### src/rtl/elt_pkg.sv
// Package for the expression-language tokenizer.
// Result record type, scan modes, token and error codes, keyword table.
// No dependencies.
package elt_pkg;

    localparam int MAX_LEXEME_DEF = 255;
    localparam int LINE_BITS_DEF  = 16;
    localparam int KW_TOTAL       = 9;

    localparam logic [1:0] KIND_BYTE  = 2'd0;
    localparam logic [1:0] KIND_TOKEN = 2'd1;
    localparam logic [1:0] KIND_ERROR = 2'd2;

    localparam logic [1:0] ERR_UNKNOWN = 2'd0;
    localparam logic [1:0] ERR_POINT   = 2'd1;
    localparam logic [1:0] ERR_STRING  = 2'd2;
    localparam logic [1:0] ERR_BANG    = 2'd3;

    localparam logic [4:0] TT_PLUS   = 5'd0;
    localparam logic [4:0] TT_MINUS  = 5'd1;
    localparam logic [4:0] TT_STAR   = 5'd2;
    localparam logic [4:0] TT_SLASH  = 5'd3;
    localparam logic [4:0] TT_LPAREN = 5'd4;
    localparam logic [4:0] TT_RPAREN = 5'd5;
    localparam logic [4:0] TT_SEMI   = 5'd6;
    localparam logic [4:0] TT_EQ     = 5'd7;
    localparam logic [4:0] TT_EQEQ   = 5'd8;
    localparam logic [4:0] TT_MOD    = 5'd9;
    localparam logic [4:0] TT_LT     = 5'd10;
    localparam logic [4:0] TT_LTE    = 5'd11;
    localparam logic [4:0] TT_GT     = 5'd12;
    localparam logic [4:0] TT_GTE    = 5'd13;
    localparam logic [4:0] TT_NE     = 5'd14;
    localparam logic [4:0] TT_LBRACE = 5'd15;
    localparam logic [4:0] TT_RBRACE = 5'd16;
    localparam logic [4:0] TT_STRING = 5'd17;
    localparam logic [4:0] TT_NUMBER = 5'd18;
    localparam logic [4:0] TT_IDENT  = 5'd19;
    localparam logic [4:0] TT_KW0    = 5'd20;
    localparam logic [4:0] TT_END    = 5'd29;

    typedef enum logic [11:0] {
        M_IDLE  = 12'b0000_0000_0001,
        M_NUM   = 12'b0000_0000_0010,
        M_IDENT = 12'b0000_0000_0100,
        M_STR   = 12'b0000_0000_1000,
        M_ESC   = 12'b0000_0001_0000,
        M_CMT   = 12'b0000_0010_0000,
        M_EQ    = 12'b0000_0100_0000,
        M_LT    = 12'b0000_1000_0000,
        M_GT    = 12'b0001_0000_0000,
        M_BANG  = 12'b0010_0000_0000,
        M_SLASH = 12'b0100_0000_0000,
        M_HALT  = 12'b1000_0000_0000
    } scan_mode_t;

    typedef struct packed {
        logic [1:0]  result_kind;
        logic [7:0]  lexeme_byte;
        logic [4:0]  token_type;
        logic [15:0] token_line;
        logic [7:0]  token_length;
        logic [1:0]  error_code;
        logic        last_result;
    } result_t;

    function automatic logic [2:0] kw_len(input logic [3:0] idx);
        case (idx)
            4'd0: kw_len = 3'd5;
            4'd1: kw_len = 3'd3;
            4'd2: kw_len = 3'd2;
            4'd3: kw_len = 3'd3;
            4'd4: kw_len = 3'd3;
            4'd5: kw_len = 3'd2;
            4'd6: kw_len = 3'd4;
            4'd7: kw_len = 3'd5;
            4'd8: kw_len = 3'd2;
            default: kw_len = 3'd0;
        endcase
    endfunction

    function automatic logic [7:0] kw_char(input logic [3:0] idx, input logic [2:0] pos);
        logic [39:0] txt;
        txt = 40'd0;
        case (idx)
            4'd0: txt = "print";
            4'd1: txt = {16'd0, "let"};
            4'd2: txt = {24'd0, "or"};
            4'd3: txt = {16'd0, "and"};
            4'd4: txt = {16'd0, "not"};
            4'd5: txt = {24'd0, "if"};
            4'd6: txt = {8'd0, "else"};
            4'd7: txt = "while";
            4'd8: txt = {24'd0, "do"};
            default: txt = 40'd0;
        endcase
        if (pos < kw_len(idx))
            kw_char = txt[8*(32'(kw_len(idx)) - 1 - 32'(pos)) +: 8];
        else
            kw_char = 8'd0;
    endfunction

endpackage

### src/rtl/elt_if.sv
// Stream interfaces of the tokenizer: source characters in, results out.
// No dependencies.
interface elt_char_if;
    logic       valid;
    logic       ready;
    logic [7:0] char_in;
    logic       end_of_input;

    modport source (output valid, output char_in, output end_of_input, input ready);
    modport sink (input valid, input char_in, input end_of_input, output ready);
endinterface

interface elt_result_if;
    logic        valid;
    logic        ready;
    logic [1:0]  result_kind;
    logic [7:0]  lexeme_byte;
    logic [4:0]  token_type;
    logic [15:0] token_line;
    logic [7:0]  token_length;
    logic [1:0]  error_code;
    logic        last_result;

    modport source (output valid, output result_kind, output lexeme_byte, output token_type,
                    output token_line, output token_length, output error_code,
                    output last_result, input ready);
    modport sink (input valid, input result_kind, input lexeme_byte, input token_type,
                  input token_line, input token_length, input error_code,
                  input last_result, output ready);
endinterface

### src/rtl/elt_scan.sv
// Scanner core: mode state registers and the per-character next-state logic.
// Produces up to two result records per accepted transaction. Depends on elt_pkg.
module elt_scan #(
    parameter int MAX_LEXEME = elt_pkg::MAX_LEXEME_DEF,
    parameter int LINE_BITS  = elt_pkg::LINE_BITS_DEF
) (
    input  logic             clk,
    input  logic             rst_n,
    input  logic             fire,
    input  logic [7:0]       char_in,
    input  logic             end_of_input,
    output logic [1:0]       push_count,
    output elt_pkg::result_t res0,
    output elt_pkg::result_t res1
);
    localparam int CW = $clog2(MAX_LEXEME + 1);
    localparam logic [CW-1:0] CNT_MAX = CW'(MAX_LEXEME);
    localparam logic [LINE_BITS-1:0] LINE_MAX = {LINE_BITS{1'b1}};

    elt_pkg::scan_mode_t mode_reg, mode_next;
    logic [LINE_BITS-1:0] line_reg, line_next;
    logic [LINE_BITS-1:0] tsl_reg, tsl_next;
    logic [CW-1:0]        cnt_reg, cnt_next;
    logic                 point_reg, point_next;
    logic                 dq_reg, dq_next;
    logic [8:0]           kw_reg, kw_next;

    elt_pkg::result_t a, b;
    logic a_v, b_v, run_idle;
    logic [7:0] c;

    function automatic logic [15:0] clip_line(input logic [LINE_BITS-1:0] v);
        logic [31:0] w;
        w = 32'(v);
        clip_line = (w > 32'hFFFF) ? 16'hFFFF : w[15:0];
    endfunction

    function automatic elt_pkg::result_t mk_tok(input logic [4:0] t,
                                                input logic [LINE_BITS-1:0] ln,
                                                input logic [CW-1:0] len);
        elt_pkg::result_t r;
        logic [31:0] w;
        w = 32'(len);
        r = '0;
        r.result_kind  = elt_pkg::KIND_TOKEN;
        r.token_type   = t;
        r.token_line   = clip_line(ln);
        r.token_length = (w > 32'd255) ? 8'hFF : w[7:0];
        mk_tok = r;
    endfunction

    function automatic elt_pkg::result_t mk_err(input logic [1:0] code,
                                                input logic [LINE_BITS-1:0] ln);
        elt_pkg::result_t r;
        r = '0;
        r.result_kind = elt_pkg::KIND_ERROR;
        r.token_line  = clip_line(ln);
        r.error_code  = code;
        mk_err = r;
    endfunction

    function automatic elt_pkg::result_t mk_byte(input logic [7:0] v);
        elt_pkg::result_t r;
        r = '0;
        r.result_kind = elt_pkg::KIND_BYTE;
        r.lexeme_byte = v;
        mk_byte = r;
    endfunction

    function automatic logic [8:0] kw_upd(input logic [8:0] hits, input logic [CW-1:0] cnt,
                                          input logic [7:0] ch);
        logic [8:0] h;
        logic [31:0] w;
        h = hits;
        w = 32'(cnt);
        for (int i = 0; i < elt_pkg::KW_TOTAL; i++) begin
            if (w >= 32'(elt_pkg::kw_len(4'(i)))
                || elt_pkg::kw_char(4'(i), w[2:0]) != ch)
                h[i] = 1'b0;
        end
        kw_upd = h;
    endfunction

    function automatic logic [4:0] ident_type(input logic [8:0] hits, input logic [CW-1:0] cnt);
        logic [4:0] t;
        logic found;
        t = elt_pkg::TT_IDENT;
        found = 1'b0;
        for (int i = 0; i < elt_pkg::KW_TOTAL; i++) begin
            if (!found && hits[i] && 32'(cnt) == 32'(elt_pkg::kw_len(4'(i)))) begin
                t = elt_pkg::TT_KW0 + 5'(i);
                found = 1'b1;
            end
        end
        ident_type = t;
    endfunction

    function automatic logic is_digit(input logic [7:0] ch);
        is_digit = ch >= "0" && ch <= "9";
    endfunction

    function automatic logic is_alpha(input logic [7:0] ch);
        is_alpha = ch == "_" || (ch >= "a" && ch <= "z") || (ch >= "A" && ch <= "Z");
    endfunction

    function automatic logic [CW-1:0] inc_cnt(input logic [CW-1:0] v);
        inc_cnt = (v < CNT_MAX) ? v + CW'(1) : v;
    endfunction

    always_comb
    begin
        mode_next  = mode_reg;
        line_next  = line_reg;
        tsl_next   = tsl_reg;
        cnt_next   = cnt_reg;
        point_next = point_reg;
        dq_next    = dq_reg;
        kw_next    = kw_reg;
        a = '0;
        b = '0;
        a_v = 1'b0;
        b_v = 1'b0;
        run_idle = 1'b0;
        c = char_in;

        if (mode_reg == elt_pkg::M_HALT) begin
        end else if (end_of_input) begin
            case (mode_reg)
                elt_pkg::M_NUM:
                begin
                    a = mk_tok(elt_pkg::TT_NUMBER, tsl_reg, cnt_reg);
                    a_v = 1'b1;
                end
                elt_pkg::M_IDENT:
                begin
                    a = mk_tok(ident_type(kw_reg, cnt_reg), tsl_reg, cnt_reg);
                    a_v = 1'b1;
                end
                elt_pkg::M_STR, elt_pkg::M_ESC:
                begin
                    a = mk_err(elt_pkg::ERR_STRING, line_reg);
                    a_v = 1'b1;
                end
                elt_pkg::M_BANG:
                begin
                    a = mk_err(elt_pkg::ERR_BANG, line_reg);
                    a_v = 1'b1;
                end
                elt_pkg::M_EQ:
                begin
                    a = mk_tok(elt_pkg::TT_EQ, line_reg, CW'(1));
                    a_v = 1'b1;
                end
                elt_pkg::M_LT:
                begin
                    a = mk_tok(elt_pkg::TT_LT, line_reg, CW'(1));
                    a_v = 1'b1;
                end
                elt_pkg::M_GT:
                begin
                    a = mk_tok(elt_pkg::TT_GT, line_reg, CW'(1));
                    a_v = 1'b1;
                end
                elt_pkg::M_SLASH:
                begin
                    a = mk_tok(elt_pkg::TT_SLASH, line_reg, CW'(1));
                    a_v = 1'b1;
                end
                default:
                begin
                end
            endcase
            mode_next = elt_pkg::M_HALT;
            if (!(mode_reg == elt_pkg::M_STR || mode_reg == elt_pkg::M_ESC
                  || mode_reg == elt_pkg::M_BANG)) begin
                tsl_next = line_reg;
                b = mk_tok(elt_pkg::TT_END, line_reg, CW'(0));
                b_v = 1'b1;
            end
        end else begin
            case (mode_reg)
                elt_pkg::M_NUM:
                begin
                    if (is_digit(c)) begin
                        a = mk_byte(c);
                        a_v = 1'b1;
                        cnt_next = inc_cnt(cnt_reg);
                    end else if (c == ".") begin
                        a_v = 1'b1;
                        if (point_reg) begin
                            a = mk_err(elt_pkg::ERR_POINT, line_reg);
                            mode_next = elt_pkg::M_HALT;
                        end else begin
                            point_next = 1'b1;
                            a = mk_byte(c);
                            cnt_next = inc_cnt(cnt_reg);
                        end
                    end else begin
                        a = mk_tok(elt_pkg::TT_NUMBER, tsl_reg, cnt_reg);
                        a_v = 1'b1;
                        run_idle = 1'b1;
                    end
                end
                elt_pkg::M_IDENT:
                begin
                    a_v = 1'b1;
                    if (is_alpha(c) || is_digit(c)) begin
                        kw_next = kw_upd(kw_reg, cnt_reg, c);
                        a = mk_byte(c);
                        cnt_next = inc_cnt(cnt_reg);
                    end else begin
                        a = mk_tok(ident_type(kw_reg, cnt_reg), tsl_reg, cnt_reg);
                        run_idle = 1'b1;
                    end
                end
                elt_pkg::M_STR:
                begin
                    a_v = 1'b1;
                    if (c == (dq_reg ? 8'h22 : 8'h27)) begin
                        a = mk_tok(elt_pkg::TT_STRING, tsl_reg, cnt_reg);
                        mode_next = elt_pkg::M_IDLE;
                    end else if (c == 8'h0A) begin
                        a = mk_err(elt_pkg::ERR_STRING, line_reg);
                        mode_next = elt_pkg::M_HALT;
                    end else if (c == 8'h5C) begin
                        a_v = 1'b0;
                        mode_next = elt_pkg::M_ESC;
                    end else begin
                        a = mk_byte(c);
                        cnt_next = inc_cnt(cnt_reg);
                    end
                end
                elt_pkg::M_ESC:
                begin
                    if (c == 8'h0A && line_reg != LINE_MAX)
                        line_next = line_reg + LINE_BITS'(1);
                    case (c)
                        "b": a = mk_byte(8'd8);
                        "t": a = mk_byte(8'd9);
                        "n": a = mk_byte(8'd10);
                        "f": a = mk_byte(8'd12);
                        "r": a = mk_byte(8'd13);
                        default: a = mk_byte(c);
                    endcase
                    a_v = 1'b1;
                    cnt_next = inc_cnt(cnt_reg);
                    mode_next = elt_pkg::M_STR;
                end
                elt_pkg::M_CMT:
                begin
                    run_idle = (c == 8'h0A);
                end
                elt_pkg::M_EQ, elt_pkg::M_LT, elt_pkg::M_GT:
                begin
                    a_v = 1'b1;
                    tsl_next = line_reg;
                    mode_next = elt_pkg::M_IDLE;
                    if (c == "=") begin
                        a = mk_tok(mode_reg == elt_pkg::M_EQ ? elt_pkg::TT_EQEQ :
                                   mode_reg == elt_pkg::M_LT ? elt_pkg::TT_LTE :
                                   elt_pkg::TT_GTE, line_reg, CW'(2));
                    end else begin
                        a = mk_tok(mode_reg == elt_pkg::M_EQ ? elt_pkg::TT_EQ :
                                   mode_reg == elt_pkg::M_LT ? elt_pkg::TT_LT :
                                   elt_pkg::TT_GT, line_reg, CW'(1));
                        run_idle = 1'b1;
                    end
                end
                elt_pkg::M_SLASH:
                begin
                    if (c == "/") begin
                        mode_next = elt_pkg::M_CMT;
                    end else begin
                        a = mk_tok(elt_pkg::TT_SLASH, line_reg, CW'(1));
                        a_v = 1'b1;
                        tsl_next = line_reg;
                        run_idle = 1'b1;
                    end
                end
                elt_pkg::M_BANG:
                begin
                    a_v = 1'b1;
                    if (c == "=") begin
                        mode_next = elt_pkg::M_IDLE;
                        tsl_next = line_reg;
                        a = mk_tok(elt_pkg::TT_NE, line_reg, CW'(2));
                    end else begin
                        a = mk_err(elt_pkg::ERR_BANG, line_reg);
                        mode_next = elt_pkg::M_HALT;
                    end
                end
                default:
                begin
                    run_idle = 1'b1;
                end
            endcase

            if (run_idle) begin
                mode_next = elt_pkg::M_IDLE;
                b_v = 1'b1;
                case (c)
                    "+": b = mk_tok(elt_pkg::TT_PLUS, line_reg, CW'(1));
                    "-": b = mk_tok(elt_pkg::TT_MINUS, line_reg, CW'(1));
                    "*": b = mk_tok(elt_pkg::TT_STAR, line_reg, CW'(1));
                    "(": b = mk_tok(elt_pkg::TT_LPAREN, line_reg, CW'(1));
                    ")": b = mk_tok(elt_pkg::TT_RPAREN, line_reg, CW'(1));
                    ";": b = mk_tok(elt_pkg::TT_SEMI, line_reg, CW'(1));
                    "%": b = mk_tok(elt_pkg::TT_MOD, line_reg, CW'(1));
                    "{": b = mk_tok(elt_pkg::TT_LBRACE, line_reg, CW'(1));
                    "}": b = mk_tok(elt_pkg::TT_RBRACE, line_reg, CW'(1));
                    default: b_v = 1'b0;
                endcase
                if (b_v)
                    tsl_next = line_reg;
                case (c)
                    "/": mode_next = elt_pkg::M_SLASH;
                    "=": mode_next = elt_pkg::M_EQ;
                    "<": mode_next = elt_pkg::M_LT;
                    ">": mode_next = elt_pkg::M_GT;
                    "!": mode_next = elt_pkg::M_BANG;
                    8'h22, 8'h27:
                    begin
                        tsl_next = line_reg;
                        cnt_next = '0;
                        point_next = 1'b0;
                        kw_next = '1;
                        dq_next = (c == 8'h22);
                        mode_next = elt_pkg::M_STR;
                    end
                    8'h0A:
                    begin
                        if (line_reg != LINE_MAX)
                            line_next = line_reg + LINE_BITS'(1);
                    end
                    8'h20, 8'h09, 8'h0D:
                    begin
                    end
                    default:
                    begin
                        if (!b_v) begin
                            b_v = 1'b1;
                            if (is_digit(c) || is_alpha(c)) begin
                                tsl_next = line_reg;
                                cnt_next = CW'(1);
                                point_next = 1'b0;
                                kw_next = is_alpha(c) ? kw_upd(9'h1FF, CW'(0), c) : 9'h1FF;
                                mode_next = is_digit(c) ? elt_pkg::M_NUM : elt_pkg::M_IDENT;
                                b = mk_byte(c);
                            end else begin
                                b = mk_err(elt_pkg::ERR_UNKNOWN, line_reg);
                                mode_next = elt_pkg::M_HALT;
                            end
                        end
                    end
                endcase
            end
        end

        if (b_v)
            b.last_result = 1'b1;
        else if (a_v)
            a.last_result = 1'b1;
    end

    always_comb
    begin
        if (!fire)
            push_count = 2'd0;
        else
            push_count = 2'(a_v) + 2'(b_v);
        res0 = a_v ? a : b;
        res1 = b;
    end

    always_ff @(posedge clk or negedge rst_n)
    begin
        if (!rst_n) begin
            mode_reg  <= elt_pkg::M_IDLE;
            line_reg  <= LINE_BITS'(1);
            tsl_reg   <= LINE_BITS'(1);
            cnt_reg   <= '0;
            point_reg <= 1'b0;
            dq_reg    <= 1'b0;
            kw_reg    <= '1;
        end else if (fire) begin
            mode_reg  <= mode_next;
            line_reg  <= line_next;
            tsl_reg   <= tsl_next;
            cnt_reg   <= cnt_next;
            point_reg <= point_next;
            dq_reg    <= dq_next;
            kw_reg    <= kw_next;
        end
    end

endmodule

### src/rtl/elt_fifo.sv
// Four-entry result queue, takes up to two per cycle, pops one if ready.
// Depends on elt_pkg.
module elt_fifo (
    input  logic             clk,
    input  logic             rst_n,
    input  logic [1:0]       push_count,
    input  elt_pkg::result_t d0,
    input  elt_pkg::result_t d1,
    output logic             has_room,
    output logic             out_valid,
    input  logic             out_ready,
    output elt_pkg::result_t out_data
);
    elt_pkg::result_t mem_reg [4];
    logic [1:0] wr_reg, rd_reg;
    logic [2:0] cnt_reg, cnt_next;
    logic pop;

    assign pop       = out_valid && out_ready;
    assign out_valid = cnt_reg != 3'd0;
    assign has_room  = cnt_reg <= 3'd2;
    assign out_data  = mem_reg[rd_reg];
    assign cnt_next  = cnt_reg + 3'(push_count) - 3'(pop);

    always_ff @(posedge clk)
    begin
        if (push_count != 2'd0)
            mem_reg[wr_reg] <= d0;
        if (push_count == 2'd2)
            mem_reg[wr_reg + 2'd1] <= d1;
    end

    always_ff @(posedge clk or negedge rst_n)
    begin
        if (!rst_n) begin
            wr_reg  <= '0;
            rd_reg  <= '0;
            cnt_reg <= '0;
        end else begin
            wr_reg  <= wr_reg + push_count;
            rd_reg  <= rd_reg + 2'(pop);
            cnt_reg <= cnt_next;
        end
    end

endmodule

### src/rtl/expression_language_tokenizer_unit.sv
// Top level of the expression-language tokenizer.
// Depends on elt_pkg, elt_if, elt_scan and elt_fifo.
//
// One source character (or the end-of-input mark) is taken per cycle while
// the queue has room; each transaction updates the scan mode and emits zero,
// one or two results (lexeme bytes, tokens, errors) into a four-entry queue,
// which drains one result per cycle while the output side is ready. Input is
// held off while fewer than two queue slots are free. After an error or the
// end token the block accepts input but emits nothing until reset.
module expression_language_tokenizer_unit #(
    parameter int MAX_LEXEME = elt_pkg::MAX_LEXEME_DEF,
    parameter int LINE_BITS  = elt_pkg::LINE_BITS_DEF
) (
    input  logic          clk,
    input  logic          rst_n,
    elt_char_if.sink      chars,
    elt_result_if.source  results
);
    logic             fire;
    logic             has_room;
    logic [1:0]       push_count;
    elt_pkg::result_t res0, res1, head;

    assign chars.ready = has_room;
    assign fire = chars.valid && has_room;

    elt_scan #(
        .MAX_LEXEME (MAX_LEXEME),
        .LINE_BITS  (LINE_BITS)
    ) u_scan (
        .clk          (clk),
        .rst_n        (rst_n),
        .fire         (fire),
        .char_in      (chars.char_in),
        .end_of_input (chars.end_of_input),
        .push_count   (push_count),
        .res0         (res0),
        .res1         (res1)
    );

    elt_fifo u_fifo (
        .clk        (clk),
        .rst_n      (rst_n),
        .push_count (push_count),
        .d0         (res0),
        .d1         (res1),
        .has_room   (has_room),
        .out_valid  (results.valid),
        .out_ready  (results.ready),
        .out_data   (head)
    );

    assign results.result_kind  = head.result_kind;
    assign results.lexeme_byte  = head.lexeme_byte;
    assign results.token_type   = head.token_type;
    assign results.token_line   = head.token_line;
    assign results.token_length = head.token_length;
    assign results.error_code   = head.error_code;
    assign results.last_result  = head.last_result;

endmodule
### src/flat_wrapper.sv
// flat-port wrapper written by rule: the top's interface ports become plain ports
module expression_language_tokenizer_unit_flat 
#(
    parameter int MAX_LEXEME = elt_pkg::MAX_LEXEME_DEF,
    parameter int LINE_BITS  = elt_pkg::LINE_BITS_DEF
)
  (clk, rst_n, chars_valid, chars_char_in, chars_end_of_input, chars_ready, results_valid, results_result_kind, results_lexeme_byte, results_token_type, results_token_line, results_token_length, results_error_code, results_last_result, results_ready);
  elt_char_if chars_i ();
  elt_result_if results_i ();
  input  logic clk;
  input  logic rst_n;
  input wire logic [$bits(chars_i.valid)-1:0] chars_valid;
  input wire logic [$bits(chars_i.char_in)-1:0] chars_char_in;
  input wire logic [$bits(chars_i.end_of_input)-1:0] chars_end_of_input;
  output wire logic [$bits(chars_i.ready)-1:0] chars_ready;
  output wire logic [$bits(results_i.valid)-1:0] results_valid;
  output wire logic [$bits(results_i.result_kind)-1:0] results_result_kind;
  output wire logic [$bits(results_i.lexeme_byte)-1:0] results_lexeme_byte;
  output wire logic [$bits(results_i.token_type)-1:0] results_token_type;
  output wire logic [$bits(results_i.token_line)-1:0] results_token_line;
  output wire logic [$bits(results_i.token_length)-1:0] results_token_length;
  output wire logic [$bits(results_i.error_code)-1:0] results_error_code;
  output wire logic [$bits(results_i.last_result)-1:0] results_last_result;
  input wire logic [$bits(results_i.ready)-1:0] results_ready;
  assign chars_i.valid = chars_valid;
  assign chars_i.char_in = chars_char_in;
  assign chars_i.end_of_input = chars_end_of_input;
  assign chars_ready = chars_i.ready;
  assign results_valid = results_i.valid;
  assign results_result_kind = results_i.result_kind;
  assign results_lexeme_byte = results_i.lexeme_byte;
  assign results_token_type = results_i.token_type;
  assign results_token_line = results_i.token_line;
  assign results_token_length = results_i.token_length;
  assign results_error_code = results_i.error_code;
  assign results_last_result = results_i.last_result;
  assign results_i.ready = results_ready;
  expression_language_tokenizer_unit #(.MAX_LEXEME(MAX_LEXEME), .LINE_BITS(LINE_BITS)) u_core (.clk(clk), .rst_n(rst_n), .chars(chars_i), .results(results_i));
endmodule
### config.mk
export PLATFORM = sky130hd
export DESIGN_NAME = expression_language_tokenizer_unit_flat
export DESIGN_NICKNAME = d
export VERILOG_FILES = /design/src/rtl/elt_pkg.sv /design/src/rtl/elt_if.sv /design/src/rtl/elt_scan.sv /design/src/rtl/elt_fifo.sv /design/src/rtl/expression_language_tokenizer_unit.sv /design/src/flat_wrapper.sv
export SDC_FILE = /design/constraint.sdc
export NUM_CORES = 1
export LEC_CHECK = 0
export ABC_AREA = 1
export BUFFER_PORTS_ARGS = -buffer_cell sky130_fd_sc_hd__buf_2
export CAP_MARGIN = 20
export CORE_MARGIN = 2
export CORE_UTILIZATION = 40
export CTS_CLUSTER_SIZE = 30
export DETAILED_ROUTE_END_ITERATION = 8
export PLACE_DENSITY = 0.64
export SLEW_MARGIN = 20
export SYNTH_ARGS = -nofsm -noshare
export SYNTH_HDL_FRONTEND = slang
export SYNTH_SLANG_ARGS = --single-unit
### constraint.sdc
create_clock -name clk -period 6.1 [get_ports clk]
set_clock_uncertainty 0.05 [all_clocks]
set_input_delay 1.22 -clock clk [delete_from_list [all_inputs] [get_ports clk]]
set_output_delay 1.22 -clock clk [all_outputs]
set_load 0.02 [all_outputs]
==> results by group <==
Floorplan
  – Die X: between 200 and 250 µm
  – Core area: just over 40,000 µm²
  – Row count: between 70 and 80
  – IO Count: between 50 and 60
  – Die span in y: 208 µm
  – Initial cell density of the core: 0.406
  – Full die area: ~43,000 µm²

Synth
  – Avg Inst Size Synth: between 6 and 7 µm²
  – Yosys warnings: 0
  – Syn_nets: 2,421
  – Synth Flop Type: edfxtp_1
  – Count of cell types in the netlist: 61
  – Syn Inst Count: around 2,400
  – Async SR Flop Fraction: 0.294
  – Mapped Area: between 15,000 and 20,000 µm²
  – Number of synthesized flops with an enable pin: roughly 130
  – Sequential fraction of the synthesis area: 0.388
  – Seq cells post-synth: roughly 240

Cells and area
  – Nets: ~2,400
  – Ant diodes: 0
  – Multi-input logic area: between 8000 and 9000 µm²
  – Max reg flops: between 150 and 200
  – Share of post-route cells with drive strength above 1: 0.0954
  – FF/Latch Area: around 6500 µm²
  – Filler Cell Count: 4,147
  – Area growth, synth to finish: 9.11%

Detailed routing
  – Post-Route M1 WL: 25,100 µm
  – Post-route ant nets: 0
  – Vias: 17,100
  – DRC Markers: 0
  – Number of vias per cell: just under 6
  – 1st-pass router iterations: 6
  – Max layer used: met4
  – Wirelength per Cell: around 20 µm
  – Total wire length: between 50,000 and 60,000 µm
  – Routed length on met2: 26,900 µm
  – Met3 wire length: approximately 5200 µm
  – DR iter-0 viols: about 1,900

Clock network
  – Root Buffer: clkbuf_16
  – Post-CTS setup buffer count: 0
  – Htree depth: 1
  – Clock sinks: between 200 and 250
  – Cts repair resizes: 0
  – Clock Path Buffers: 3
  – TritonCTS clock tree: done
  – Clock transition at the registers of the reported paths: about 70 ps
  – CTS Buf Count: 27
  – Worst skew pair latency: approximately 570 ps
  – Post-CTS Hold Buffers: 0

Global route
  – Largest net degree at the start of global routing: between 80 and 90
  – Global-route wire length before repair: around 93,000 µm
  – Antenna violations before repair: 0
  – Vias in the first global route: 16,200
  – Total global routing overflow: 0
  – Global-route usage over all layers: 0.266

Critical path
  – Worst Setup Start Kind: primary input
  – Cells along the critical path: buf_2, inv_1, nand2_1, inv_1, nand2_1, o21ai_2, nand2_1, nand3_2, nand2_1, nor2_2, nand3_4, nor2_2, inv_1, nand2_1, inv_1, ha_1, nand2_1, nor2_1, nand2_1, clkinv_1, nand3_1, nand2_1
  – Crit path DAT: about 5300 ps
  – CP Class: primary input to flip-flop
  – Cell mode on critical path: nand2_1
  – Critical Path Sink Type: flip-flop
  – CP max stage cell: clkinv_1
  – Max FO, Critical Path: 27
  – CP Data Required Time: around 6400 ps
  – Crit-path max cell delay: 820 ps
  – Family with the most delay on the worst path: simple AND/OR/NAND/NOR gates
  – CP bufs+invs: 6

Timing
  – Hold WS: approximately 430 ps
  – Fin crit period: roughly 5000 ps
  – Relative slew slack: 0.281
  – Slew @ Worst Pin: between 1000 and 1500 ps
  – Setup TNS: 0 ps
  – Final Cycle Share: 0.822
  – Slew Limit Fails: 0
  – Setup violators final: 0
  – Final hold violations: 0
  – Upper clock frequency limit: between 0.15 and 0.2 GHz
  – Unrepaired setup endpoints after global routing: no

Power and ir drop
  – Leakage power: 7.70 nW
  – Power per Cell Area: ~430 nW/µm²
  – Peak supply drop: roughly 0.25 mV

Min path
  – Worst Hold Class: flip-flop to flip-flop

Run status
  – Status: finished clean

Placed design
  – Post-DP HPWL: approximately 40,000 µm
  – GP Congestion: ~0.97
  – IO buf count: 56

Run
  – Max cap viols: 0
metal layers:
metal  GRT usage  vias up
met5           0        -
met4      0.0819        0
met3      0.0349      116
met2       0.434      876
met1       0.368     8025
li1            -     8094
metrics by stage:
step | worst slack, ps | instances | util | area [µm²] | power [mW]
2_1_floorplan | 907 | 2387 | - | 16600 | 4.90
3_3_place_gp | 794 | 2882 | 0.422 | 17300 | 6.04
3_5_place_dp | 622 | 2882 | 0.422 | 17300 | 6.11
4_1_cts | 1210 | 2932 | 0.443 | 18100 | 7.70
5_1_grt | 824 | 2933 | 0.444 | 18100 | 8.21
6_report | 1080 | 2933 | 0.444 | 18100 | 7.73
tightest hold or removal path, stage by stage (launching register included):
cell and delay [ps]:
dfxtp_1 320, nand3_1 60, o21ai_0 60
path summary, 6_finish.rpt:
check / slack [ps] / cells after the start / endpoint / from
max: 1080 / 22 / u_core.u_fifo.mem_reg[1][26] / chars_char_in[1]
min: 430 / 2 / u_core.u_fifo.mem_reg[1][2] / u_core.u_fifo.mem_reg[1][2]
max reg2reg: 1180 / 19 / u_core.u_fifo.mem_reg[1][26] / u_core.u_scan.mode_reg[5]
min reg2reg: 430 / 2 / u_core.u_fifo.mem_reg[1][2] / u_core.u_fifo.mem_reg[1][2]
max in group asynchronous: 4460 / 2 / u_core.u_scan.tsl_reg[11] / rst_n
min in group asynchronous: 460 / 1 / u_core.u_scan.cnt_reg[1] / rst_n
kinds of logic after synthesis:
logic type / after synthesis / share of synthesized area
AOI/OAI and AO/OA: 513 / 0.171
xor gates and xnor gates: 29 / 0.0153
adders and majority gates: 21 / 0.0162
buffers and inverters: 321 / 0.0778
DFF: 238 / 0.388
and+or+nand+nor: 1265 / 0.332
power by group:
part / switching [mW] / internal, mW
registers: 0.230 / 2.11
logic: 2.83 / 0.976
clock network: 0.700 / 0.879
synthesized netlist by cell type, drive strengths merged (12+ instances only):
cell    instances  area (µm²)
o22ai          63         394
dfrtp          58        1450
a21oi          59         299
edfxtp        132        3960
clkbuf         90         338
nand4          36         225
nand2         648        2500
nand3         273        1420
dfstp          12         315
a22oi          16         120
dfxtp          36         721
nor3           37         243
o211ai         16         125
clkinv         15        57.6
buf            39         233
o21ai         326        1650
ha             20         250
nor2          255        1020
xor2           27         236
inv           177         667
layout make-up:
class	count	share of cell area
Timing Repair Buffer	93	0.0320
Clock buffer	33	0.0396
Multi-Input combinational cell	1828	0.490
Sequential cell	238	0.356
Clock inverter	17	0.00662
Inverter	192	0.0399
Tap cell	532	0.0367
placed cells by master (no fill, tap or decap), drive strengths merged, types with 3 or more instances in the layout:
master / Yosys / final
nand2: 648 / 648
o21ai: 326 / 326
nand3: 273 / 273
nor2: 255 / 255
inv: 177 / 178
edfxtp: 132 / 132
buf: 39 / 93
o22ai: 63 / 63
a21oi: 59 / 59
dfrtp: 58 / 58
nor3: 37 / 37
nand4: 36 / 36
dfxtp: 36 / 36
clkbuf: 90 / 33
clkinv: 15 / 28
xor2: 27 / 27
ha: 20 / 20
a22oi: 16 / 16
o211ai: 16 / 16
dfstp: 12 / 12
o31ai: 7 / 7
a31oi: 6 / 6
nor4: 6 / 6
or2: 6 / 6
a21boi: 5 / 5
o2111ai: 4 / 4
a211oi: 3 / 3
(Power assumes the default switching activity.)
